**config.mk**
```make
export PLATFORM = sky130hd
export DESIGN_NAME = rtp_stream_demux_filter_core
export DESIGN_NICKNAME = d
export VERILOG_FILES = /design/src/rsdf_pkg.sv /design/src/rsdf_match_unit.sv /design/src/rtp_stream_demux_filter_core.sv
export VERILOG_INCLUDE_DIRS = /design/src /design/src/src
export SDC_FILE = /design/constraint.sdc
export NUM_CORES = 2
export LEC_CHECK = 0
export BUFFER_PORTS_ARGS = -buffer_cell sky130_fd_sc_hd__buf_2
export CORE_ASPECT_RATIO = 1.5
export CORE_MARGIN = 4
export CORE_UTILIZATION = 50
export CTS_CLUSTER_DIAMETER = 60
export DETAILED_ROUTE_END_ITERATION = 8
export PLACE_DENSITY = 0.75
export SYNTH_ARGS = -nofsm -noshare
export SYNTH_HDL_FRONTEND = slang
export SYNTH_SLANG_ARGS = --single-unit
```
**constraint.sdc**
```tcl
create_clock -name i_clk -period 4 [get_ports i_clk]
set_clock_uncertainty 0.05 [all_clocks]
set_input_delay 0.2 -clock i_clk [delete_from_list [all_inputs] [get_ports i_clk]]
set_output_delay 0.2 -clock i_clk [all_outputs]
set_load 0.01 [all_outputs]
```
**src/rtp_stream_demux_filter_core_assert.svh**
```systemverilog
// Assertion macros used by the filter RTL.
`ifndef RTP_STREAM_DEMUX_FILTER_CORE_ASSERT_SVH
`define RTP_STREAM_DEMUX_FILTER_CORE_ASSERT_SVH

// Same-cycle implication, checked outside reset.
`define RSDF_ASSERT_NOW(lbl, clk, rst_n, ante, cons, msg) \
    lbl: assert property (@(posedge clk) disable iff (!rst_n) (ante) |-> (cons)) \
        else $error(msg);

// Next-cycle implication, checked outside reset.
`define RSDF_ASSERT_NEXT(lbl, clk, rst_n, ante, cons, msg) \
    lbl: assert property (@(posedge clk) disable iff (!rst_n) (ante) |=> (cons)) \
        else $error(msg);

`endif

```
**src/rsdf_pkg.sv**
```systemverilog
`default_nettype none

package rsdf_pkg;

    localparam int BOUND_ENTRIES  = 16;
    localparam int REMOTE_ENTRIES = 16;
    localparam int MAX_ENTRIES    = (BOUND_ENTRIES > REMOTE_ENTRIES) ?
                                    BOUND_ENTRIES : REMOTE_ENTRIES;

    localparam int B_IDX_W = (BOUND_ENTRIES > 1)  ? $clog2(BOUND_ENTRIES)  : 1;
    localparam int R_IDX_W = (REMOTE_ENTRIES > 1) ? $clog2(REMOTE_ENTRIES) : 1;
    localparam int IDX_W   = (MAX_ENTRIES > 1)    ? $clog2(MAX_ENTRIES)    : 1;
    localparam int CNT_W   = $clog2(MAX_ENTRIES + 1);

    localparam int SSRC_W     = 32;
    localparam int PT_W       = 7;
    localparam int MID_W      = 64;
    localparam int MASK_W     = 64;
    localparam int IN_W       = 168;  // ssrc, pt, mid_present, mid_hi, mid_lo
    localparam int OUT_W      = 8;    // pass, reason, overflow, zero pad
    localparam int CFG_IDX_W  = 3;
    localparam int CFG_DATA_W = 64;

    typedef enum logic [CFG_IDX_W-1:0] {
        CFG_MID_VALID   = 3'd0,
        CFG_MID_HI      = 3'd1,
        CFG_MID_LO      = 3'd2,
        CFG_PT_MASK_HI  = 3'd3,
        CFG_PT_MASK_LO  = 3'd4
    } t_cfg_reg;

    typedef enum logic [1:0] {
        REASON_NONE   = 2'd0,
        REASON_MID    = 2'd1,
        REASON_REMOTE = 2'd2,
        REASON_PT     = 2'd3
    } t_reason;

    typedef enum logic [2:0] {
        S_IDLE,
        S_BSCAN,
        S_BUPD,
        S_RSCAN,
        S_RUPD,
        S_DONE
    } t_state;

    // Accumulated result of one table scan.
    typedef struct packed {
        logic             found;
        logic [IDX_W-1:0] found_idx;
        logic             free;
        logic [IDX_W-1:0] free_idx;
        logic             other;     // a valid entry holding a different SSRC
    } t_scan_res;

endpackage

`default_nettype wire

```
**src/rsdf_match_unit.sv**
```systemverilog
`default_nettype none

// Shared SSRC compare unit: one table entry per step, results accumulated.
module rsdf_match_unit (
    input  wire logic                        i_clk,
    input  wire logic                        i_rst_n,
    input  wire logic                        i_clr,
    input  wire logic                        i_step,
    input  wire logic [rsdf_pkg::IDX_W-1:0]  i_idx,
    input  wire logic                        i_ent_valid,
    input  wire logic [rsdf_pkg::SSRC_W-1:0] i_ent_ssrc,
    input  wire logic [rsdf_pkg::SSRC_W-1:0] i_key,
    output rsdf_pkg::t_scan_res              o_res
);

    rsdf_pkg::t_scan_res r_res;
    logic                hit;

    assign hit = i_ent_valid && (i_ent_ssrc == i_key);

    always_ff @(posedge i_clk) begin
        if (!i_rst_n || i_clr) begin
            r_res <= '0;
        end else if (i_step) begin
            if (hit && !r_res.found) begin
                r_res.found     <= 1'b1;
                r_res.found_idx <= i_idx;
            end
            if (!i_ent_valid && !r_res.free) begin
                r_res.free     <= 1'b1;
                r_res.free_idx <= i_idx;
            end
            if (i_ent_valid && !hit) begin
                r_res.other <= 1'b1;
            end
        end
    end

    assign o_res = r_res;

endmodule

`default_nettype wire

```
**src/rtp_stream_demux_filter_core.sv**
```systemverilog
// RTP stream demux filter.
// Input stream: one transaction per RTP header (tuser = func: 0 filter a packet,
// 1 add a negotiated remote SSRC). tdata carries ssrc, payload type, MID flag
// and the 128-bit packet MID. Output stream: one transaction per input, with
// pass, match reason and a table-overflow flag.
// Config channel: index/data writes to the MID and payload-type mask registers;
// issue them only while the block is idle. Writing any MID register drops all
// bindings. o_cfg_ready is always high.
// Timing: tready is high only in the idle state, so a new header is accepted only
// after the previous one has reached its result. A filter request scans the
// bound table and, when no binding settles it, then the remote table; an add
// request scans the remote table only. Each scan uses the single SSRC comparator,
// which walks its table one entry per cycle. The result passes from the final
// decision state through the DONE state into the output register.
// Output is a register: the next header is accepted while a result waits, and
// a stalled receiver holds the sequencer in its final state until the slot frees.
// Reset (synchronous, active low) empties both tables and clears the control and config registers.
`default_nettype none
`include "rtp_stream_demux_filter_core_assert.svh"

module rtp_stream_demux_filter_core (
    input  wire logic                            i_clk,
    input  wire logic                            i_rst_n,
    // slave stream
    input  wire logic                            s_axis_tvalid,
    output logic                                 s_axis_tready,
    // tdata: [31:0] ssrc, [38:32] pt, [39] mid_present,
    //        [103:40] mid_hi, [167:104] mid_lo
    input  wire logic [rsdf_pkg::IN_W-1:0]       s_axis_tdata,
    // tuser: [0] func
    input  wire logic [0:0]                      s_axis_tuser,
    // master stream
    output logic                                 m_axis_tvalid,
    input  wire logic                            m_axis_tready,
    // tdata: [0] pass, [2:1] match_reason, [3] table_overflow, [7:4] zero
    output logic [rsdf_pkg::OUT_W-1:0]           m_axis_tdata,
    // config write channel
    input  wire logic                            i_cfg_valid,
    output logic                                 o_cfg_ready,
    input  wire logic [rsdf_pkg::CFG_IDX_W-1:0]  i_cfg_index,
    input  wire logic [rsdf_pkg::CFG_DATA_W-1:0] i_cfg_data
);

    localparam int B_N = rsdf_pkg::BOUND_ENTRIES;
    localparam int R_N = rsdf_pkg::REMOTE_ENTRIES;

    // configuration
    logic                          r_mid_valid;
    logic [rsdf_pkg::MID_W-1:0]    r_mid_hi;
    logic [rsdf_pkg::MID_W-1:0]    r_mid_lo;
    logic [rsdf_pkg::MASK_W-1:0]   r_pt_hi;
    logic [rsdf_pkg::MASK_W-1:0]   r_pt_lo;

    // tables
    logic [B_N-1:0]                r_bnd_valid;
    logic [rsdf_pkg::SSRC_W-1:0]   r_bnd_ssrc [B_N];
    logic [R_N-1:0]                r_rem_valid;
    logic [rsdf_pkg::SSRC_W-1:0]   r_rem_ssrc [R_N];

    // item being worked on
    rsdf_pkg::t_state              r_state, n_state;
    logic [rsdf_pkg::CNT_W-1:0]    r_cnt, n_cnt;
    logic                          r_func;
    logic [rsdf_pkg::SSRC_W-1:0]   r_ssrc;
    logic                          r_mid_present;
    logic                          r_mid_match;
    logic                          r_pt_ok;
    logic                          r_pass, n_pass;
    rsdf_pkg::t_reason             r_reason, n_reason;
    logic                          r_ovf, n_ovf;

    // output slot
    logic                          r_out_valid, n_out_valid;
    logic [rsdf_pkg::OUT_W-1:0]    r_out_data, n_out_data;

    // handshakes
    logic                          in_acc;
    logic                          cfg_acc;
    logic                          mid_wr;

    // compare unit
    logic                          scan_clr;
    logic                          scan_step;
    logic                          ent_valid;
    logic [rsdf_pkg::SSRC_W-1:0]   ent_ssrc;
    rsdf_pkg::t_scan_res           scan_res;

    // table writes
    logic                          bnd_wr;
    logic                          bnd_wr_val;
    logic [rsdf_pkg::B_IDX_W-1:0]  bnd_wr_idx;
    logic                          rem_wr;
    logic [rsdf_pkg::R_IDX_W-1:0]  rem_wr_idx;

    // decode of the incoming header
    logic [rsdf_pkg::SSRC_W-1:0]   in_ssrc;
    logic [rsdf_pkg::PT_W-1:0]     in_pt;
    logic                          in_mid_present;
    logic [rsdf_pkg::MID_W-1:0]    in_mid_hi;
    logic [rsdf_pkg::MID_W-1:0]    in_mid_lo;
    logic                          in_pt_ok;

    assign in_ssrc        = s_axis_tdata[31:0];
    assign in_pt          = s_axis_tdata[38:32];
    assign in_mid_present = s_axis_tdata[39];
    assign in_mid_hi      = s_axis_tdata[103:40];
    assign in_mid_lo      = s_axis_tdata[167:104];
    assign in_pt_ok       = in_pt[6] ? r_pt_hi[in_pt[5:0]] : r_pt_lo[in_pt[5:0]];

    assign s_axis_tready = (r_state == rsdf_pkg::S_IDLE);
    assign in_acc        = s_axis_tvalid && s_axis_tready;
    assign o_cfg_ready   = 1'b1;
    assign cfg_acc       = i_cfg_valid && o_cfg_ready;
    assign mid_wr        = cfg_acc && ((i_cfg_index == rsdf_pkg::CFG_MID_VALID) ||
                                       (i_cfg_index == rsdf_pkg::CFG_MID_HI) ||
                                       (i_cfg_index == rsdf_pkg::CFG_MID_LO));

    assign m_axis_tvalid = r_out_valid;
    assign m_axis_tdata  = r_out_data;

    // entry under the comparator: bound table in its scan, remote otherwise
    always_comb begin
        if (r_state == rsdf_pkg::S_BSCAN) begin
            ent_valid = r_bnd_valid[r_cnt[rsdf_pkg::B_IDX_W-1:0]];
            ent_ssrc  = r_bnd_ssrc[r_cnt[rsdf_pkg::B_IDX_W-1:0]];
        end else begin
            ent_valid = r_rem_valid[r_cnt[rsdf_pkg::R_IDX_W-1:0]];
            ent_ssrc  = r_rem_ssrc[r_cnt[rsdf_pkg::R_IDX_W-1:0]];
        end
    end

    rsdf_match_unit u_match (
        .i_clk       (i_clk),
        .i_rst_n     (i_rst_n),
        .i_clr       (scan_clr),
        .i_step      (scan_step),
        .i_idx       (r_cnt[rsdf_pkg::IDX_W-1:0]),
        .i_ent_valid (ent_valid),
        .i_ent_ssrc  (ent_ssrc),
        .i_key       (r_ssrc),
        .o_res       (scan_res)
    );

    // config registers
    always_ff @(posedge i_clk) begin
        if (!i_rst_n) begin
            r_mid_valid <= 1'b0;
            r_mid_hi    <= '0;
            r_mid_lo    <= '0;
            r_pt_hi     <= '0;
            r_pt_lo     <= '0;
        end else if (cfg_acc) begin
            case (i_cfg_index)
                rsdf_pkg::CFG_MID_VALID:  r_mid_valid <= i_cfg_data[0];
                rsdf_pkg::CFG_MID_HI:     r_mid_hi    <= i_cfg_data;
                rsdf_pkg::CFG_MID_LO:     r_mid_lo    <= i_cfg_data;
                rsdf_pkg::CFG_PT_MASK_HI: r_pt_hi     <= i_cfg_data;
                rsdf_pkg::CFG_PT_MASK_LO: r_pt_lo     <= i_cfg_data;
                default: ;
            endcase
        end
    end

    // table storage; valid bits reset, SSRC payload does not
    always_ff @(posedge i_clk) begin
        if (!i_rst_n) begin
            r_bnd_valid <= '0;
            r_rem_valid <= '0;
        end else begin
            // a new MID invalidates all bindings (writes must come only while idle; not enforced here)
            if (mid_wr) begin
                r_bnd_valid <= '0;
            end else if (bnd_wr) begin
                r_bnd_valid[bnd_wr_idx] <= bnd_wr_val;
            end
            if (rem_wr) begin
                r_rem_valid[rem_wr_idx] <= 1'b1;
            end
        end
    end

    always_ff @(posedge i_clk) begin
        if (bnd_wr && bnd_wr_val) begin
            r_bnd_ssrc[bnd_wr_idx] <= r_ssrc;
        end
        if (rem_wr) begin
            r_rem_ssrc[rem_wr_idx] <= r_ssrc;
        end
    end

    // latch the header at accept; MID compare and PT lookup happen here
    always_ff @(posedge i_clk) begin
        if (in_acc) begin
            r_func        <= s_axis_tuser[0];
            r_ssrc        <= in_ssrc;
            r_mid_present <= in_mid_present;
            r_mid_match   <= in_mid_present && r_mid_valid &&
                             (in_mid_hi == r_mid_hi) && (in_mid_lo == r_mid_lo);
            r_pt_ok       <= in_pt_ok;
        end
        r_out_data <= n_out_data;
    end

    // sequencer registers
    always_ff @(posedge i_clk) begin
        if (!i_rst_n) begin
            r_state     <= rsdf_pkg::S_IDLE;
            r_cnt       <= '0;
            r_pass      <= 1'b0;
            r_reason    <= rsdf_pkg::REASON_NONE;
            r_ovf       <= 1'b0;
            r_out_valid <= 1'b0;
        end else begin
            r_state     <= n_state;
            r_cnt       <= n_cnt;
            r_pass      <= n_pass;
            r_reason    <= n_reason;
            r_ovf       <= n_ovf;
            r_out_valid <= n_out_valid;
        end
    end

    // sequencer: next state, compare unit control, table updates, result
    always_comb begin
        n_state     = r_state;
        n_cnt       = r_cnt;
        n_pass      = r_pass;
        n_reason    = r_reason;
        n_ovf       = r_ovf;
        n_out_valid = r_out_valid && !m_axis_tready;
        n_out_data  = r_out_data;
        scan_clr    = 1'b0;
        scan_step   = 1'b0;
        bnd_wr      = 1'b0;
        bnd_wr_val  = 1'b0;
        bnd_wr_idx  = scan_res.found_idx[rsdf_pkg::B_IDX_W-1:0];
        rem_wr      = 1'b0;
        rem_wr_idx  = scan_res.free_idx[rsdf_pkg::R_IDX_W-1:0];

        case (r_state)
            rsdf_pkg::S_IDLE: begin
                if (in_acc) begin
                    scan_clr = 1'b1;
                    n_cnt    = '0;
                    n_pass   = 1'b0;
                    n_reason = rsdf_pkg::REASON_NONE;
                    n_ovf    = 1'b0;
                    n_state  = s_axis_tuser[0] ? rsdf_pkg::S_RSCAN : rsdf_pkg::S_BSCAN;
                end
            end

            rsdf_pkg::S_BSCAN: begin
                scan_step = 1'b1;
                if (r_cnt == rsdf_pkg::CNT_W'(B_N - 1)) begin
                    n_state = rsdf_pkg::S_BUPD;
                end else begin
                    n_cnt = r_cnt + 1'b1;
                end
            end

            rsdf_pkg::S_BUPD: begin
                // SSRCs are unique in a table, so "other" means another binding
                if (scan_res.found && r_mid_present && !r_mid_match) begin
                    // bound SSRC moved to another MID: unbind
                    bnd_wr     = 1'b1;
                    bnd_wr_val = 1'b0;
                    n_state    = scan_res.other ? rsdf_pkg::S_DONE : rsdf_pkg::S_RSCAN;
                end else if (r_mid_match) begin
                    n_state = rsdf_pkg::S_DONE;
                    if (scan_res.found) begin
                        n_pass   = 1'b1;
                        n_reason = rsdf_pkg::REASON_MID;
                    end else if (scan_res.free) begin
                        bnd_wr     = 1'b1;
                        bnd_wr_val = 1'b1;
                        bnd_wr_idx = scan_res.free_idx[rsdf_pkg::B_IDX_W-1:0];
                        n_pass     = 1'b1;
                        n_reason   = rsdf_pkg::REASON_MID;
                    end else begin
                        // full table: bindings exist, this SSRC is not one
                        n_ovf = 1'b1;
                    end
                end else if (scan_res.found || scan_res.other) begin
                    n_state = rsdf_pkg::S_DONE;
                    if (scan_res.found) begin
                        n_pass   = 1'b1;
                        n_reason = rsdf_pkg::REASON_MID;
                    end
                end else begin
                    n_state = rsdf_pkg::S_RSCAN;
                end
                if (n_state == rsdf_pkg::S_RSCAN) begin
                    scan_clr = 1'b1;
                    n_cnt    = '0;
                end
            end

            rsdf_pkg::S_RSCAN: begin
                scan_step = 1'b1;
                if (r_cnt == rsdf_pkg::CNT_W'(R_N - 1)) begin
                    n_state = rsdf_pkg::S_RUPD;
                end else begin
                    n_cnt = r_cnt + 1'b1;
                end
            end

            rsdf_pkg::S_RUPD: begin
                n_state = rsdf_pkg::S_DONE;
                if (r_func) begin
                    if (!scan_res.found) begin
                        rem_wr = scan_res.free;
                        n_ovf  = !scan_res.free;
                    end
                end else if (scan_res.found) begin
                    n_pass   = 1'b1;
                    n_reason = rsdf_pkg::REASON_REMOTE;
                end else if (r_pt_ok) begin
                    rem_wr   = scan_res.free;
                    n_ovf    = !scan_res.free;
                    n_pass   = 1'b1;
                    n_reason = rsdf_pkg::REASON_PT;
                end
            end

            rsdf_pkg::S_DONE: begin
                if (!r_out_valid || m_axis_tready) begin
                    n_out_valid = 1'b1;
                    n_out_data  = {4'b0000, r_ovf, r_reason, r_pass};
                    n_state     = rsdf_pkg::S_IDLE;
                end
            end

            default: begin
                n_state = rsdf_pkg::S_IDLE;
            end
        endcase
    end

    // checks
    `RSDF_ASSERT_NEXT(a_busy_after_accept, i_clk, i_rst_n,
        in_acc, !s_axis_tready, "input accepted while sequencer busy")
    `RSDF_ASSERT_NOW(a_pass_has_reason, i_clk, i_rst_n,
        m_axis_tvalid, m_axis_tdata[0] == (m_axis_tdata[2:1] != 2'b00),
        "pass and match reason disagree")
    `RSDF_ASSERT_NEXT(a_mid_write_unbinds, i_clk, i_rst_n,
        mid_wr, r_bnd_valid == '0, "MID write left a binding")
    `RSDF_ASSERT_NOW(a_bupd_after_scan, i_clk, i_rst_n,
        r_state == rsdf_pkg::S_BUPD, $past(r_state) == rsdf_pkg::S_BSCAN,
        "bound update without a full scan")

endmodule

`default_nettype wire

```
== Yosys cells after proc, flatten, opt, wreduce, memory -nomap -nowiden ==
Memories as Yosys holds them, arrays and structs flattened. A register that Yosys moved wholly into a read port is not among the register bits.
Index checks and enable logic that the tools add are counted.
Word-level totals
  output and inout bits: 11
  bits in latches: 0
  register bits after elaboration: 353
  memories: 2
  input port bits: 241
  bits in read-only memories: 0
  memory bits (writable): 1024
Memory list
  r_bnd_ssrc: words 16, bits a word 32, rd ports 1, clocked after Yosys merged registers in 1, write ports 1, line rtp_stream_demux_filter_core.sv:56  | logic [rsdf_pkg::SSRC_W-1:0] r_bnd_ssrc [B_N];
  r_rem_ssrc: words 16, bits a word 32, rd ports 1, clocked after Yosys merged registers in 1, write ports 1, line rtp_stream_demux_filter_core.sv:58  | logic [rsdf_pkg::SSRC_W-1:0] r_rem_ssrc [R_N];
Operators by class
  reduce and logical (&&, ||, !) cells: 47
  $lt $le $gt $ge: 6
  divide/modulo/power cells: 0
  multiply operators: 0
  $add $sub $neg: 1
  bitwise gates (word level): 2
  shift operators: 0
  eq/ne operators: 31
  mux-type cells: 93
Operators by type and width (number)
  $eq 64x64->1: 2
  $mux 1: 47
  $mux 4: 9
  $eq 32x32->1: 1
  $mux 32: 1
  $mux 3: 9
  $mux 2: 11
  $ne 2x2->1 const B: 10
  $pmux 3 s6: 1
  $reduce_and 2->1: 9
  $bwmux 16: 1
  $or 16x16->16: 1
  $reduce_and 8->1: 2
  $eq 3x2->1 const B: 5
  $logic_and 1x1->1: 15
  $lt 4x5->1 const B: 3
  $mux 5: 3
  $pmux 5 s3: 1
  $bmux 1 s6: 2
  $eq 3x3->1 const B: 3
  $bmux 1 s4: 2
  $demux 1 s4: 2
  $ge 4x1->1 const B: 2
  $logic_not 1->1: 8
  other kinds (17): 30

== Depth between registers and ports, before layout ==
  depth after elaboration: 10
  gate-level depth with buffers: 15
  gate-level depth less buffers: 9

== Modules after synthesis ==
Synthesis repeated with hierarchy kept, for this count alone.
Unflattened totals
  cell total of the unflattened synthesis: 3328
  area, all modules: 55371.9 um2
Modules (own cells, without submodules)
  rtp_stream_demux_filter_core: cells an instance 3242, area an instance 54598.6 um2, instances 1
  rsdf_match_unit: cells an instance 86, area an instance 773.2 um2, instances 1

== Worst setup path before layout ==
No wires, ideal clock.
  path kind: reg2reg
  start point: register r_state[2]
  end point: memory r_rem_ssrc[0][0] (netlist name), enable pin
  setup slack: -277 ps
  cell stages (with the launch flop): 6
  data required time: 3487 ps
  buffers on the path: 1
  arrival: 3764 ps
  period minus slack after synthesis: 4277 ps
  cell sequence: dfxtp_1 clkbuf_1 nand2b_1 or3_1 or3_1 nor3_1
On the way
  longest elaborated chain between the ends: 4
RTL lines
  start, declared: line rtp_stream_demux_filter_core.sv:61  | rsdf_pkg::t_state r_state, n_state;
  start signal, assigned: line rtp_stream_demux_filter_core.sv:207  | r_state <= rsdf_pkg::S_IDLE;
  start signal, assigned: line rtp_stream_demux_filter_core.sv:214  | r_state <= n_state;
  $eq 3x3->1: line rtp_stream_demux_filter_core.sv:240  | case (r_state)
  $mux 1: line rtp_stream_demux_filter_core.sv:240
  $mux 1: line rtp_stream_demux_filter_core.sv:186  | if (rem_wr) begin
  $mux 1 (not written as such): line rtp_stream_demux_filter_core.sv:187  | r_rem_ssrc[rem_wr_idx] <= r_ssrc;
  end, declared: line rtp_stream_demux_filter_core.sv:58
No other way between the ends.

==> summary.txt <==
Logic synthesis
  – Post-synthesis compound-gate area fraction: around 6.8%
  – Number of synthesized flops with an enable pin: 1,064
  – Yosys top cell area share: between 50 and 60%
  – Top post-synthesis cells by area: edfxtp_1 57%, dfxtp_1 11%, mux4_2 10%, nand2_1 4.2%, a21boi_0 3.5%
  – Post-synthesis adder-cell area fraction: less than 1%
  – Largest family of logic cells by synthesized area: multiplexers
  – Syn avg cell area: between 15 and 20 um^2
  – Synth Flop Type: edfxtp_1
  – Post-synthesis mux area share: 13.6%
  – Synth unique cells: a little over 70
  – Number of synthesized register bits: about 1,400
  – Post-Synth Simple-Gate Area: under 10%
  – Synth area leader: edfxtp_1
  – Syn. warnings: 0
  – Netlist Area Pre-Place: between 0.05 and 0.06 mm^2
  – Post-synthesis sequential area ratio: between 60% and 70%
  – Ys async rst share: 0%
  – Post-Syn Instances: 3,620
  – Fraction of synthesized cell area in xor and xnor cells: under 10%

Drt
  – Routed WL: ~160 mm
  – Routed via count: 33,991
  – Iteration-0 DRC Markers: between 4,000 and 5,000
  – Pre-antenna DRT Iters: 6
  – WL/cell: 28.5 um
  – DRC violations left: 0
  – Vias per cell: a little over 6
  – DRT antenna net count: 0

Cells and area
  – Area grow syn2layout: 17.3%
  – Post-Layout Cell Count: about 5,600
  – NumNets Final: between 4,000 and 5,000
  – # fillers: between 8,000 and 9,000
  – Layout cells sized above 1: a little under a quarter

Clock network
  – CTS tree: done
  – CTS hold repair buffers: ~110
  – CTS H-Tree Depth: 4
  – Post-CTS setup buffer count: 0
  – Clock Latency Late Sink: 0.76 ns
  – Post-CTS sizing: 0
  – CTS buffer count: about 130
  – Clk slew on worst S/H paths: roughly 0.070 ns
  – Clock buffer depth: 3
  – CTS sink cnt: 1,381
  – Root buf cell: clkbuf_16

Placement
  – HPWL Detailed: roughly 100 mm
  – Placed Instances: approximately 5,300
  – Final GP Congestion: 0.989
  – IO buf count: 246

GRT
  – Largest net degree at the start of global routing: just over 200
  – Grt total ovfl: 0
  – Vias in the first global route: roughly 34,000
  – GRT Util Overall: 27.2%
  – First-pass GRT wire length: around 230 mm
  – Initial antenna violation count: 7

STA
  – Final hold viol count: 0
  – Final setup vio count: 0
  – Slew at the pin closest to its max-slew limit: about 1.4 ns
  – Fmax: around 0.27 GHz
  – Total Neg Setup Slack: 0 ns
  – Unrepaired setup endpoints after global routing: no
  – Relative slew slack: between 8 and 9%
  – Fin Hold WS: roughly 0.096 ns
  – Period utilization: ~92%
  – Pins Over Slew Limit: 0
  – Crit path time final: between 3 and 4 ns

Setup path
  – Critical path required time: approximately 4.6 ns
  – CP max stage delay: 1.10 ns
  – R2r setup slk: roughly 0.33 ns
  – Critical-path top delay cell: nor2b_1
  – Reg2reg path depth: 12
  – Crit. End Element: flop
  – Startpoint types: flop
  – CP dominant cell by count: buf_4
  – Worst Setup EP: u_match.o_res[8]
  – Crit path cell chain: nor2b_1 > buf_4 > a22oi_1 > a21oi_1 > nor4_1 > xnor2_1 > nand4_1 > buf_4 > nor4_4 > buf_4 > nand4_1 > a21oi_1
  – Crit Reg-Reg Endpoint: u_match.o_res[8]
  – Critical path class: reg -> reg
  – Worst-path fanout max: 16
  – Data arrival, critical path: 4.29 ns

Power and ir drop
  – Total power: 32.0 mW
  – Maximum VDD drop: 0.461 mV
  – Power per cell area: 489 mW/mm^2
  – Leakage power: between 20 and 25 nW

Status
  – Outcome: finished, final reports clean

Floorplanning
  – DIE AREA: between 0.1 and 0.15 mm^2
  – Core Rows: 149
  – Die height: about 420 um
  – Core area: 0.110 mm^2
  – # IOs: 252
  – Initial Util: about 50%
  – Die Wd: 281 um

Flow run
  – MaxCap Viol Count: 0

Hold path
  – Hold WC Path Type: in -> reg
worst max-delay path: cells and delay by family, from the launching register on:
kind	cells	cell delay, ns
buf+inv	3	0.69
xor+xnor	1	0.15
compound gates	3	0.47
simple gates	5	1.65
flops	1	0.54
flip-flops by register name (all words and copies together) (netlist names), 2 cells and up, named ones only:
name           cells
r_bnd_ssrc       512
r_rem_ssrc       512
r_mid_hi          64
r_mid_lo          64
r_pt_hi           64
r_pt_lo           64
r_ssrc            32
r_bnd_valid       16
r_rem_valid       16
u_match.o_res     11
r_cnt              5
m_axis_tdata       4
r_state            3
r_reason           2
cells in the mapped netlist, types with 5 or more instances:
cell and n:
a21boi_0 258, buf_2 38, xnor2_1 46, clkbuf_1 118, nand3_1 39, mux2_2 17, mux2i_1 161, a221oi_1 22
edfxtp_1 1064, nand2_1 627, a32oi_1 10, o221ai_1 5, nand4_1 25, and3_1 6, a21oi_1 62, buf_4 24
a22oi_1 54, o21a_1 20, nor2b_1 16, o21ai_0 20, nor3_1 17, dfxtp_1 317, o211ai_1 7, mux4_1 6
nand2b_1 11, or2_2 7, inv_1 69, mux4_2 250, xor2_1 61, buf_6 9, nor2_1 84, nor4_1 26
o22ai_1 24, o2bb2ai_1 11, buf_1 25
stage by stage:
stage               util [%]  cell area (um^2)  worst slack, ns
floorplan                  -             55800            0.143
global placement        54.2             59800            0.400
detailed placement      54.2             59800            0.385
CTS                     59.2             65400            0.339
global route            59.2             65400            0.183
finish                  59.2             65400            0.333
report_power, final:
group          switching, mW  leakage, nW  internal (mW)  total [mW]
Sequential             0.201         12.1           15.7        15.9
Combinational           1.85         6.97           1.34        3.19
Clock                   5.61         2.13           7.26        12.9
Total                   7.65         21.2           24.3        32.0
how the worst min path moves through the flow:
stage,end,cells past startpoint,slack [ns],start
after CTS,r_ssrc[17],2,0.04,s_axis_tdata[17]
final,r_pt_ok,3,0.1,s_axis_tdata[38]
after global routing,r_pt_ok,3,0.07,s_axis_tdata[38]
after global placement,r_ssrc[17],1,0.33,s_axis_tdata[17]
after floorplan,r_func,0,0.25,s_axis_tuser
after detailed placement,r_ssrc[17],1,0.33,s_axis_tdata[17]
cell type report:
type	instances	area, um^2	area share (%)
diodes	4	10.0	0.0153
flip-flops and latches	1381	38300	58.6
inverters	70	263	0.402
repair buffers	528	4140	6.33
multi-input cells	1957	16400	25.1
well taps	1434	1790	2.74
clock inverters	76	930	1.42
clock buffers	164	3510	5.36
layer usage:
layer / wire (um) / GRT usage, %
met1: 54000 / 31.2
met2: 82100 / 47.4
met3: 12500 / 5.11
met4: 11200 / 16.4
met5: 32 / 0
layout by cell type (no fill, tap or decap), drive strengths merged, types with 14 or more instances in the layout:
| cell type | netlist | routed |
|---|---|---|
| a21boi | 258 | 258 |
| a21oi | 63 | 63 |
| a221oi | 23 | 23 |
| a22oi | 54 | 54 |
| buf | 97 | 414 |
| bufinv | 0 | 14 |
| clkbuf | 118 | 164 |
| clkinv | 0 | 37 |
| dfxtp | 317 | 317 |
| dlygate4sd3 | 0 | 114 |
| edfxtp | 1064 | 1064 |
| inv | 70 | 84 |
| mux2 | 17 | 17 |
| mux2i | 161 | 161 |
| mux4 | 256 | 256 |
| nand2 | 627 | 627 |
| nand3 | 39 | 39 |
| nand4 | 25 | 25 |
| nor2 | 84 | 84 |
| nor2b | 16 | 16 |
| nor3 | 18 | 18 |
| nor4 | 30 | 30 |
| o21a | 20 | 20 |
| o21ai | 21 | 21 |
| o22ai | 24 | 24 |
| xnor2 | 46 | 46 |
| xor2 | 61 | 61 |
kinds of logic after synthesis:
| group | after synthesis |
|---|---|
| fa+ha+maj | 2 |
| buf+inv | 285 |
| xor+xnor | 107 |
| simple gates | 885 |
| compound gates | 524 |
| mux | 434 |
| flops | 1381 |
| other cells | 2 |
(Power assumes the default switching activity.)
